### src/hdl/cht_pkg.sv
// cht_pkg: shared field widths, command and status codes for the chained hash table
// used by cht_mod_unit and chained_hash_table; depends on nothing

package cht_pkg;

   localparam int KEY_W    = 31;
   localparam int VALUE_W  = 64;
   localparam int CMD_W    = 2;
   localparam int STATUS_W = 3;

   // key remainder is worked out eight key bits per cycle, msb first
   localparam int HASH_CHUNK = 8;
   localparam int HASH_STEPS = 4;

   typedef logic [KEY_W-1:0]    key_type;
   typedef logic [VALUE_W-1:0]  value_type;
   typedef logic [CMD_W-1:0]    cmd_type;
   typedef logic [STATUS_W-1:0] status_type;

   localparam cmd_type CMD_INSERT = 2'd0;
   localparam cmd_type CMD_REMOVE = 2'd1;
   localparam cmd_type CMD_LOOKUP = 2'd2;

   localparam status_type ST_INSERTED  = 3'd0;
   localparam status_type ST_REPLACED  = 3'd1;
   localparam status_type ST_REMOVED   = 3'd2;
   localparam status_type ST_NOT_FOUND = 3'd3;
   localparam status_type ST_FULL      = 3'd4;
   localparam status_type ST_FOUND     = 3'd5;

endpackage

### src/hdl/cht_ram.sv
// cht_ram: generic single-write, single-read ram with registered read data
// no dependencies

module cht_ram #(
   parameter int WIDTH = 32,
   parameter int DEPTH = 64,
   localparam int AW = (DEPTH > 1) ? $clog2(DEPTH) : 1
) (
   input  logic             clock,
   input  logic             wr_en,
   input  logic [AW-1:0]    wr_addr,
   input  logic [WIDTH-1:0] wr_data,
   input  logic [AW-1:0]    rd_addr,
   output logic [WIDTH-1:0] rd_data
);

   logic [WIDTH-1:0] mem_ff [DEPTH];
   logic [WIDTH-1:0] rd_data_ff;

   always_ff @(posedge clock) begin
      if (wr_en) begin
         mem_ff[wr_addr] <= wr_data;
      end
      rd_data_ff <= mem_ff[rd_addr];
   end

   assign rd_data = rd_data_ff;

endmodule

### src/hdl/cht_mod_unit.sv
// cht_mod_unit: iterative key modulo bucket count, one compare-subtract chain per cycle
// depends on cht_pkg

module cht_mod_unit #(
   parameter int BUCKETS = 10,
   localparam int RW = (BUCKETS > 1) ? $clog2(BUCKETS) : 1
) (
   input  logic             clock,
   input  logic             reset,
   input  logic             start,
   input  cht_pkg::key_type key,
   output logic             done,
   output logic [RW-1:0]    rem
);

   import cht_pkg::*;

   localparam int PAD_W = HASH_CHUNK * HASH_STEPS;
   localparam int SW    = (HASH_STEPS > 1) ? $clog2(HASH_STEPS) : 1;

   logic             busy_ff;
   logic             done_ff;
   logic [SW-1:0]    step_ff;
   logic [RW-1:0]    rem_ff;
   logic [RW-1:0]    rem_in;
   logic [PAD_W-1:0] shift_ff;

   always_comb begin : chunk
      logic [RW:0]   trial;
      logic [RW-1:0] part;
      part = rem_ff;
      for (int i = 0; i < HASH_CHUNK; i++) begin
         trial = {part, shift_ff[PAD_W-1-i]};
         if (trial >= (RW+1)'(BUCKETS)) begin
            trial = trial - (RW+1)'(BUCKETS);
         end
         part = trial[RW-1:0];
      end
      rem_in = part;
   end

   always_ff @(posedge clock) begin
      if (reset) begin
         busy_ff <= 1'b0;
         done_ff <= 1'b0;
         step_ff <= '0;
      end else begin
         done_ff <= 1'b0;
         if (start) begin
            busy_ff <= 1'b1;
            step_ff <= '0;
         end else if (busy_ff) begin
            step_ff <= step_ff + SW'(1);
            if (step_ff == SW'(HASH_STEPS - 1)) begin
               busy_ff <= 1'b0;
               done_ff <= 1'b1;
            end
         end
      end
   end

   always_ff @(posedge clock) begin
      if (start) begin
         rem_ff   <= '0;
         shift_ff <= {{(PAD_W - KEY_W){1'b0}}, key};
      end else if (busy_ff) begin
         rem_ff   <= rem_in;
         shift_ff <= shift_ff << HASH_CHUNK;
      end
   end

   assign done = done_ff;
   assign rem  = rem_ff;

endmodule

### src/hdl/chained_hash_table.sv
// chained_hash_table: key-value table, BUCKETS buckets of WAYS slots, one request at a time
// depends on cht_pkg, cht_mod_unit and cht_ram
// the bucket scan stops early on a key match, which shortens the time to the response
// req_stall stays high until the response is issued; the iterative key modulo unit and the
// one-slot-per-cycle scan of the bucket through the ram read port set the time per request
// reset: synchronous; then a pass clears all BUCKETS * WAYS slots, stall high meanwhile

module chained_hash_table #(
   parameter int BUCKETS = 10,
   parameter int WAYS    = 4
) (
   input  logic                       clock,
   input  logic                       reset,
   input  logic                       req_valid,
   output logic                       req_stall,
   input  logic [cht_pkg::CMD_W-1:0]  req_command,
   input  cht_pkg::key_type           req_key,
   input  cht_pkg::value_type         req_value_in,
   output logic                       rsp_valid,
   input  logic                       rsp_stall,
   output cht_pkg::status_type        rsp_status,
   output cht_pkg::value_type         rsp_value_out,
   output logic                       rsp_table_empty
);

   import cht_pkg::*;

   localparam int SLOTS = BUCKETS * WAYS;
   localparam int AW    = (SLOTS > 1) ? $clog2(SLOTS) : 1;
   localparam int RW    = (BUCKETS > 1) ? $clog2(BUCKETS) : 1;
   localparam int WW    = (WAYS > 1) ? $clog2(WAYS) : 1;
   localparam int CW    = $clog2(SLOTS + 1);
   localparam int KR_W  = KEY_W + 1;

   typedef enum logic [2:0] {
      S_CLEAR,
      S_IDLE,
      S_HASH,
      S_SCAN,
      S_ACT,
      S_RESP
   } state_type;

   state_type        state_ff;
   logic [AW-1:0]    clr_addr_ff;
   logic [CW-1:0]    count_ff;
   cmd_type          cmd_ff;
   key_type          key_ff;
   value_type        val_ff;
   logic [AW-1:0]    base_ff;
   logic [WW-1:0]    rd_way_ff;
   logic             issue_ff;
   logic             chk_ff;
   logic             chk_last_ff;
   logic [AW-1:0]    chk_addr_ff;
   logic             hit_ff;
   logic [AW-1:0]    hit_addr_ff;
   logic             free_ff;
   logic [AW-1:0]    free_addr_ff;
   value_type        val_cap_ff;
   status_type       status_ff;
   value_type        value_ff;
   logic             rsp_valid_ff;
   status_type       rsp_status_ff;
   value_type        rsp_value_ff;
   logic             rsp_empty_ff;

   logic             mod_start;
   logic             mod_done;
   logic [RW-1:0]    mod_rem;

   logic [AW-1:0]    rd_addr;
   logic [KR_W-1:0]  key_rd;
   value_type        val_rd;
   logic             key_wr_en;
   logic [AW-1:0]    key_wr_addr;
   logic [KR_W-1:0]  key_wr_data;
   logic             val_wr_en;
   logic [AW-1:0]    val_wr_addr;
   value_type        val_wr_data;

   status_type       act_status;
   value_type        act_value;
   logic             cnt_inc;
   logic             cnt_dec;
   logic             key_match;

   assign req_stall = (state_ff != S_IDLE);
   assign mod_start = (state_ff == S_IDLE) && req_valid;
   assign rd_addr   = base_ff + AW'(rd_way_ff);
   assign key_match = key_rd[KEY_W] && (key_rd[KEY_W-1:0] == key_ff);

   cht_mod_unit #(
      .BUCKETS(BUCKETS)
   ) u_mod (
      .clock (clock),
      .reset (reset),
      .start (mod_start),
      .key   (req_key),
      .done  (mod_done),
      .rem   (mod_rem)
   );

   // bit KEY_W of each entry is the slot valid mark
   cht_ram #(
      .WIDTH(KR_W),
      .DEPTH(SLOTS)
   ) u_key_ram (
      .clock   (clock),
      .wr_en   (key_wr_en),
      .wr_addr (key_wr_addr),
      .wr_data (key_wr_data),
      .rd_addr (rd_addr),
      .rd_data (key_rd)
   );

   cht_ram #(
      .WIDTH(VALUE_W),
      .DEPTH(SLOTS)
   ) u_val_ram (
      .clock   (clock),
      .wr_en   (val_wr_en),
      .wr_addr (val_wr_addr),
      .wr_data (val_wr_data),
      .rd_addr (rd_addr),
      .rd_data (val_rd)
   );

   always_comb begin
      key_wr_en   = 1'b0;
      key_wr_addr = clr_addr_ff;
      key_wr_data = '0;
      val_wr_en   = 1'b0;
      val_wr_addr = hit_addr_ff;
      val_wr_data = val_ff;
      act_status  = ST_NOT_FOUND;
      act_value   = '0;
      cnt_inc     = 1'b0;
      cnt_dec     = 1'b0;
      if (state_ff == S_CLEAR) begin
         key_wr_en = 1'b1;
      end
      if (state_ff == S_ACT) begin
         unique case (cmd_ff)
            CMD_INSERT: begin
               if (hit_ff) begin
                  val_wr_en  = 1'b1;
                  act_status = ST_REPLACED;
               end else if (free_ff) begin
                  key_wr_en   = 1'b1;
                  key_wr_addr = free_addr_ff;
                  key_wr_data = {1'b1, key_ff};
                  val_wr_en   = 1'b1;
                  val_wr_addr = free_addr_ff;
                  act_status  = ST_INSERTED;
                  cnt_inc     = 1'b1;
               end else begin
                  act_status = ST_FULL;
               end
            end
            CMD_REMOVE: begin
               if (hit_ff) begin
                  key_wr_en   = 1'b1;
                  key_wr_addr = hit_addr_ff;
                  key_wr_data = {1'b0, key_ff};
                  act_status  = ST_REMOVED;
                  cnt_dec     = 1'b1;
               end
            end
            CMD_LOOKUP: begin
               if (hit_ff) begin
                  act_status = ST_FOUND;
                  act_value  = val_cap_ff;
               end
            end
            default: begin
               act_status = ST_NOT_FOUND;
            end
         endcase
      end
   end

   always_ff @(posedge clock) begin
      if (reset) begin
         state_ff     <= S_CLEAR;
         clr_addr_ff  <= '0;
         count_ff     <= '0;
         rd_way_ff    <= '0;
         issue_ff     <= 1'b0;
         chk_ff       <= 1'b0;
         hit_ff       <= 1'b0;
         free_ff      <= 1'b0;
         rsp_valid_ff <= 1'b0;
      end else begin
         if (rsp_valid_ff && !rsp_stall) begin
            rsp_valid_ff <= 1'b0;
         end
         unique case (state_ff)
            S_CLEAR: begin
               clr_addr_ff <= clr_addr_ff + AW'(1);
               if (clr_addr_ff == AW'(SLOTS - 1)) begin
                  state_ff <= S_IDLE;
               end
            end
            S_IDLE: begin
               if (req_valid) begin
                  cmd_ff   <= req_command;
                  key_ff   <= req_key;
                  val_ff   <= req_value_in;
                  state_ff <= S_HASH;
               end
            end
            S_HASH: begin
               if (mod_done) begin
                  base_ff   <= AW'(mod_rem) * AW'(WAYS);
                  rd_way_ff <= '0;
                  issue_ff  <= 1'b1;
                  chk_ff    <= 1'b0;
                  hit_ff    <= 1'b0;
                  free_ff   <= 1'b0;
                  state_ff  <= S_SCAN;
               end
            end
            S_SCAN: begin
               chk_ff <= issue_ff;
               if (issue_ff) begin
                  chk_addr_ff <= rd_addr;
                  chk_last_ff <= (rd_way_ff == WW'(WAYS - 1));
                  if (rd_way_ff == WW'(WAYS - 1)) begin
                     issue_ff <= 1'b0;
                  end else begin
                     rd_way_ff <= rd_way_ff + WW'(1);
                  end
               end
               if (chk_ff) begin
                  if (key_match) begin
                     hit_ff      <= 1'b1;
                     hit_addr_ff <= chk_addr_ff;
                     val_cap_ff  <= val_rd;
                     issue_ff    <= 1'b0;
                     state_ff    <= S_ACT;
                  end else begin
                     if (!key_rd[KEY_W] && !free_ff) begin
                        free_ff      <= 1'b1;
                        free_addr_ff <= chk_addr_ff;
                     end
                     if (chk_last_ff) begin
                        state_ff <= S_ACT;
                     end
                  end
               end
            end
            S_ACT: begin
               status_ff <= act_status;
               value_ff  <= act_value;
               if (cnt_inc) begin
                  count_ff <= count_ff + CW'(1);
               end else if (cnt_dec && (count_ff != '0)) begin
                  count_ff <= count_ff - CW'(1);
               end
               state_ff <= S_RESP;
            end
            S_RESP: begin
               if (!rsp_valid_ff || !rsp_stall) begin
                  rsp_valid_ff  <= 1'b1;
                  rsp_status_ff <= status_ff;
                  rsp_value_ff  <= value_ff;
                  rsp_empty_ff  <= (count_ff == '0);
                  state_ff      <= S_IDLE;
               end
            end
            default: begin
               state_ff <= S_IDLE;
            end
         endcase
      end
   end

   assign rsp_valid       = rsp_valid_ff;
   assign rsp_status      = rsp_status_ff;
   assign rsp_value_out   = rsp_value_ff;
   assign rsp_table_empty = rsp_empty_ff;

   a_value_only_on_found: assert property (@(posedge clock) disable iff (reset)
      rsp_valid_ff && (rsp_status_ff != ST_FOUND) |-> (rsp_value_ff == '0))
      else $error("value returned with a status other than found");

   a_insert_not_empty: assert property (@(posedge clock) disable iff (reset)
      rsp_valid_ff && (rsp_status_ff == ST_INSERTED) |-> !rsp_empty_ff)
      else $error("table reported empty right after an insert");

   a_count_bound: assert property (@(posedge clock) disable iff (reset)
      count_ff <= CW'(SLOTS))
      else $error("entry count exceeds slot count");

   a_count_step: assert property (@(posedge clock) disable iff (reset)
      1'b1 |=> (count_ff == $past(count_ff)) || (count_ff == $past(count_ff) + CW'(1))
               || (count_ff == $past(count_ff) - CW'(1)))
      else $error("entry count moved by more than one");

endmodule
### config.mk
export PLATFORM = sky130hd
export DESIGN_NAME = chained_hash_table
export DESIGN_NICKNAME = d
export VERILOG_FILES = /design/src/hdl/cht_pkg.sv /design/src/hdl/cht_ram.sv /design/src/hdl/cht_mod_unit.sv /design/src/hdl/chained_hash_table.sv
export SDC_FILE = /design/constraint.sdc
export NUM_CORES = 2
export LEC_CHECK = 0
export BUFFER_PORTS_ARGS = -buffer_cell sky130_fd_sc_hd__buf_2
export CORE_MARGIN = 4
export CORE_UTILIZATION = 50
export DETAILED_ROUTE_END_ITERATION = 12
export PLACE_DENSITY = 0.65
export SLEW_MARGIN = 30
export SYNTH_ARGS = -nofsm -noshare
export SYNTH_HDL_FRONTEND = slang
export SYNTH_SLANG_ARGS = --single-unit
### constraint.sdc
create_clock -name clock -period 16.69 [get_ports clock]
set_input_delay 0.8345 -clock clock [delete_from_list [all_inputs] [get_ports clock]]
set_output_delay 0.8345 -clock clock [all_outputs]
set_load 0.01 [all_outputs]
==> metrics.md <==
| Metric | Value |
|---|---|
| Status | finished, final reports clean |
| Gpl congestion | 0.7925 |
| Most used cell, CP | ha_1 |
| Reg-to-Reg Start | u_mod.rem[1] |
| Post-synth top area share | 77.38% |
| Post-route setup TNS | 0 ns |
| Worst path slowest cell | a221oi_2 |
| Multiplexer area fraction after synthesis | 16.92% |
| Critical path startpoint category | flip-flop |
| Clock Sinks | 4317 |
| WP data required | 17.57 ns |
| CTS root buffer | clkbuf_16 |
| Routed Antenna Nets | 0 |
| Slew headroom | 30.31% |
| Syn_nets | 6974 |
| Core Region | 324000 µm² |
| CTS tree | built |
| Largest net degree at the start of global routing | 116 |
| CP Class | reg2reg |
| # IOs | 171 |
| Leakage | 53.90 nW |
| VDD IR max | 0.2001 mV |
| Synth Instances | 6857 |
| Largest family of logic cells by synthesized area | multiplexers |
| Post-DP HPWL | 202.9 mm |
| Cell Area, Synth | 162600 µm² |
| Post-Syn Area per Cell | 23.71 µm² |
| Cell Pwr Density | 124.9 nW/µm² |
| Crit path from | u_mod.rem[1] |
| Post-Synth XOR/XNOR Area | 0.2316% |
| Yosys top cell by area | edfxtp_1 |
| Fraction of layout cells with a size suffix above 1 | 30.99% |
| I/O Buffers | 170 |
| Routed wire length | 392.8 mm |
| Worst Tran Pin Value | 1.045 ns |
| Hold path start | req_value_in[27] |
| GRT overflow | 0 |
| Asr flop ratio synth | 0% |
| MaxCap Viol Count | 0 |
| GRT Overall Usage | 23.44% |
| Number of vias per cell | 6.243 |
| Min cycle time layout | 9.454 ns |
| Insertion delay to the later sink of the worst-skew pair | 0.97 ns |
| Rows | 209 |
| Final period utilization | 56.65% |
| Iter 0 DRT Violations | 9750 |
| Grt peak-use layer | met2 |
| Pwr Total | 0.02315 W |
| HP Class | in2reg |
| Peak Freq | 0.1058 GHz |
| Cts bufs inserted | 430 |
| Post-synth cell types | 79 |
| Met2 Use GR | 37.12% |
| Post-Synth Adder-Cell Area | 0.1277% |
| CTS max path bufs | 4 |
| DR WL/cell | 32.37 µm |
| Flops & latches, synth | 4317 |
| DIE HEIGHT | 578.3 µm |
| Via Count | 75770 |
| Setup Skew | 0.09030 ns |
| Worst Path Max Fanout | 8 |
| Slowest stage delay, CP | 0.50 ns |
| Worst-path clk slew | 0.06 ns |
| Main synth FF type | edfxtp_1 |
| Unrepaired setup endpoints after global routing | no |
| Post-Synth Simple-Gate Area | 1.684% |
| EDFF count, synth | 4190 |
| Synth area leaders | edfxtp_1, mux4_2, dfxtp_1, mux2i_1, clkbuf_1 |
| Htree depth | 5 |
| Setup Viol. Count Final | 0 |
| Critical Path End Type | flip-flop |
| Initial antenna violation count | 21 |
| DRC | 0 |
| Vias in the first global route | 76260 |
| Compound-cell area share of the yosys netlist | 1.233% |
| Hold Vio Cnt, Final | 0 |
| GR Util met3 | 3.689% |
| Seq/Total Area, Yosys | 78.94% |
| Worst Path Arrival | 10.33 ns |
| Ys Warns | 0 |
| Pre-antenna DRT Iters | 5 |
| Grt met1 use | 34.94% |
| Area Growth Syn to Fin | 13.97% |
| First-pass GRT wire length | 562.9 mm |
| Die W | 578.3 µm |
| Starting density of the core | 50.19% |
| Share of the core filled with cells | 57.20% |
| Die area | 334400 µm² |
| # nets final | 7549 |
| Slew Viols, Final | 0 |
path summary, 6_finish.rpt:
check / cells past startpoint / end / slack, ns
setup / recovery: 38 / u_mod.rem[2] / 7.24
hold / removal: 1 / val_ff[27] / 0.07
setup reg to reg: 38 / u_mod.rem[2] / 7.24
hold reg to reg: 0 / val_cap_ff[5] / 0.40
where the power goes:
part	total, W	internal, W	switching, W
sequential	0.0121	0.0120	0.0000984
clock	0.00954	0.00550	0.00404
combinational	0.00148	0.000587	0.000894
total	0.0231	0.0181	0.00503
per-layer routing:
layer  share of wire (%)  vias up
met4                 2.3        2
li1                    -    30360
met5              0.0018        -
met2                  48     3687
met1                  41    41110
met3                 8.6      604
cells in the mapped netlist, types with 5 or more instances:
library cell and n:
o21ai_0 20, nand2b_1 13, clkbuf_1 256, nand3_1 8
mux4_2 1152, a21o_1 9, xnor2_1 36, nand4_1 12
nor3b_1 5, nor3_1 28, xor2_1 7, buf_1 88
mux2_2 33, ha_1 15, and2_1 106, nor2_1 137
nor2b_1 104, nor4_1 6, edfxtp_1 4190, a211oi_1 99
or3_1 7, inv_1 21, nand2_1 45, mux2i_1 117
or2_2 10, a21oi_1 126, nand3b_1 6, dfxtp_1 127
layout make-up:
class	count	area, µm²
timing repair buffer	489	3895
sequential	4317	128400
fill	23080	138700
clock buffer	557	11650
antenna	4	10.01
tap	4325	5411
inverter	23	86.33
clock inverter	250	2374
multi-input combinational	2171	33520
cell families (layout without fill, tap and decap cells):
group | count (synthesis) | in the layout
multiplexers | 1304 | 1304
AND/OR/NAND/NOR | 505 | 505
AO/OA/AOI/OAI | 303 | 303
XOR/XNOR | 43 | 43
buffers and inverters | 369 | 1319
flip-flops | 4317 | 4317
other | 0 | 4
adder cells (fa/ha/maj) | 16 | 16
registers in the layout, indices dropped and copies added (netlist names), 31 cells and up:
name	cells
val_cap_ff	64
u_mod.shift_ff	32
u_key_ram.rd_data	32
key_ff	31
u_key_ram.mem_ff	1280
u_val_ram.rd_data	64
rsp_value_out	64
u_val_ram.mem_ff	2560
value_ff	64
val_ff	64
worst max-delay path: cells and delay by family (launching register included):
kind	cells	cell delay [ns]
flops	1	0.36
fa+ha+maj	8	2.25
mux	3	0.76
compound gates	14	3.51
buf+inv	3	0.33
xor+xnor	1	0.20
simple gates	9	1.91
cells in the final DEF, fill, tap and decap left out, drive strengths merged, types with 9 or more instances in the layout:
cell type	synthesis	layout
edfxtp	4190	4190
mux4	1152	1152
clkbuf	256	557
buf	90	459
clkinv	1	185
nor2	137	137
a21oi	127	127
dfxtp	127	127
mux2i	117	117
and2	108	108
nor2b	104	104
a211oi	99	99
nand2	45	45
bufinv	0	37
inv	22	37
xnor2	36	36
mux2	35	35
dlygate4sd3	0	30
nor3	28	28
o21ai	20	20
ha	15	15
clkinvlp	0	14
nand2b	14	14
nand4	13	13
or2	10	10
a21o	10	10
nand3	9	9
stage by stage:
stage	hold WS, ns	std cells	worst slack, ns	cell area [µm²]
after floorplan	0.3855	6857	8.184	162600
after global routing	0.02839	12130	6.557	185300
after CTS	0.0002868	12120	7.410	185100
after detailed placement	0.3887	11290	7.474	170800
after global placement	0.3892	11240	7.702	170100
final	0.06743	12140	7.236	185300
what timing repair did:
item / CTS / global route
endpoints found under the hold margin: 30 / 0
setup buffers: 0 / 0
gates resized for setup: 0 / 0
hold buffers: 30 / 0
Note: power is estimated with default switching activity, not from simulation.
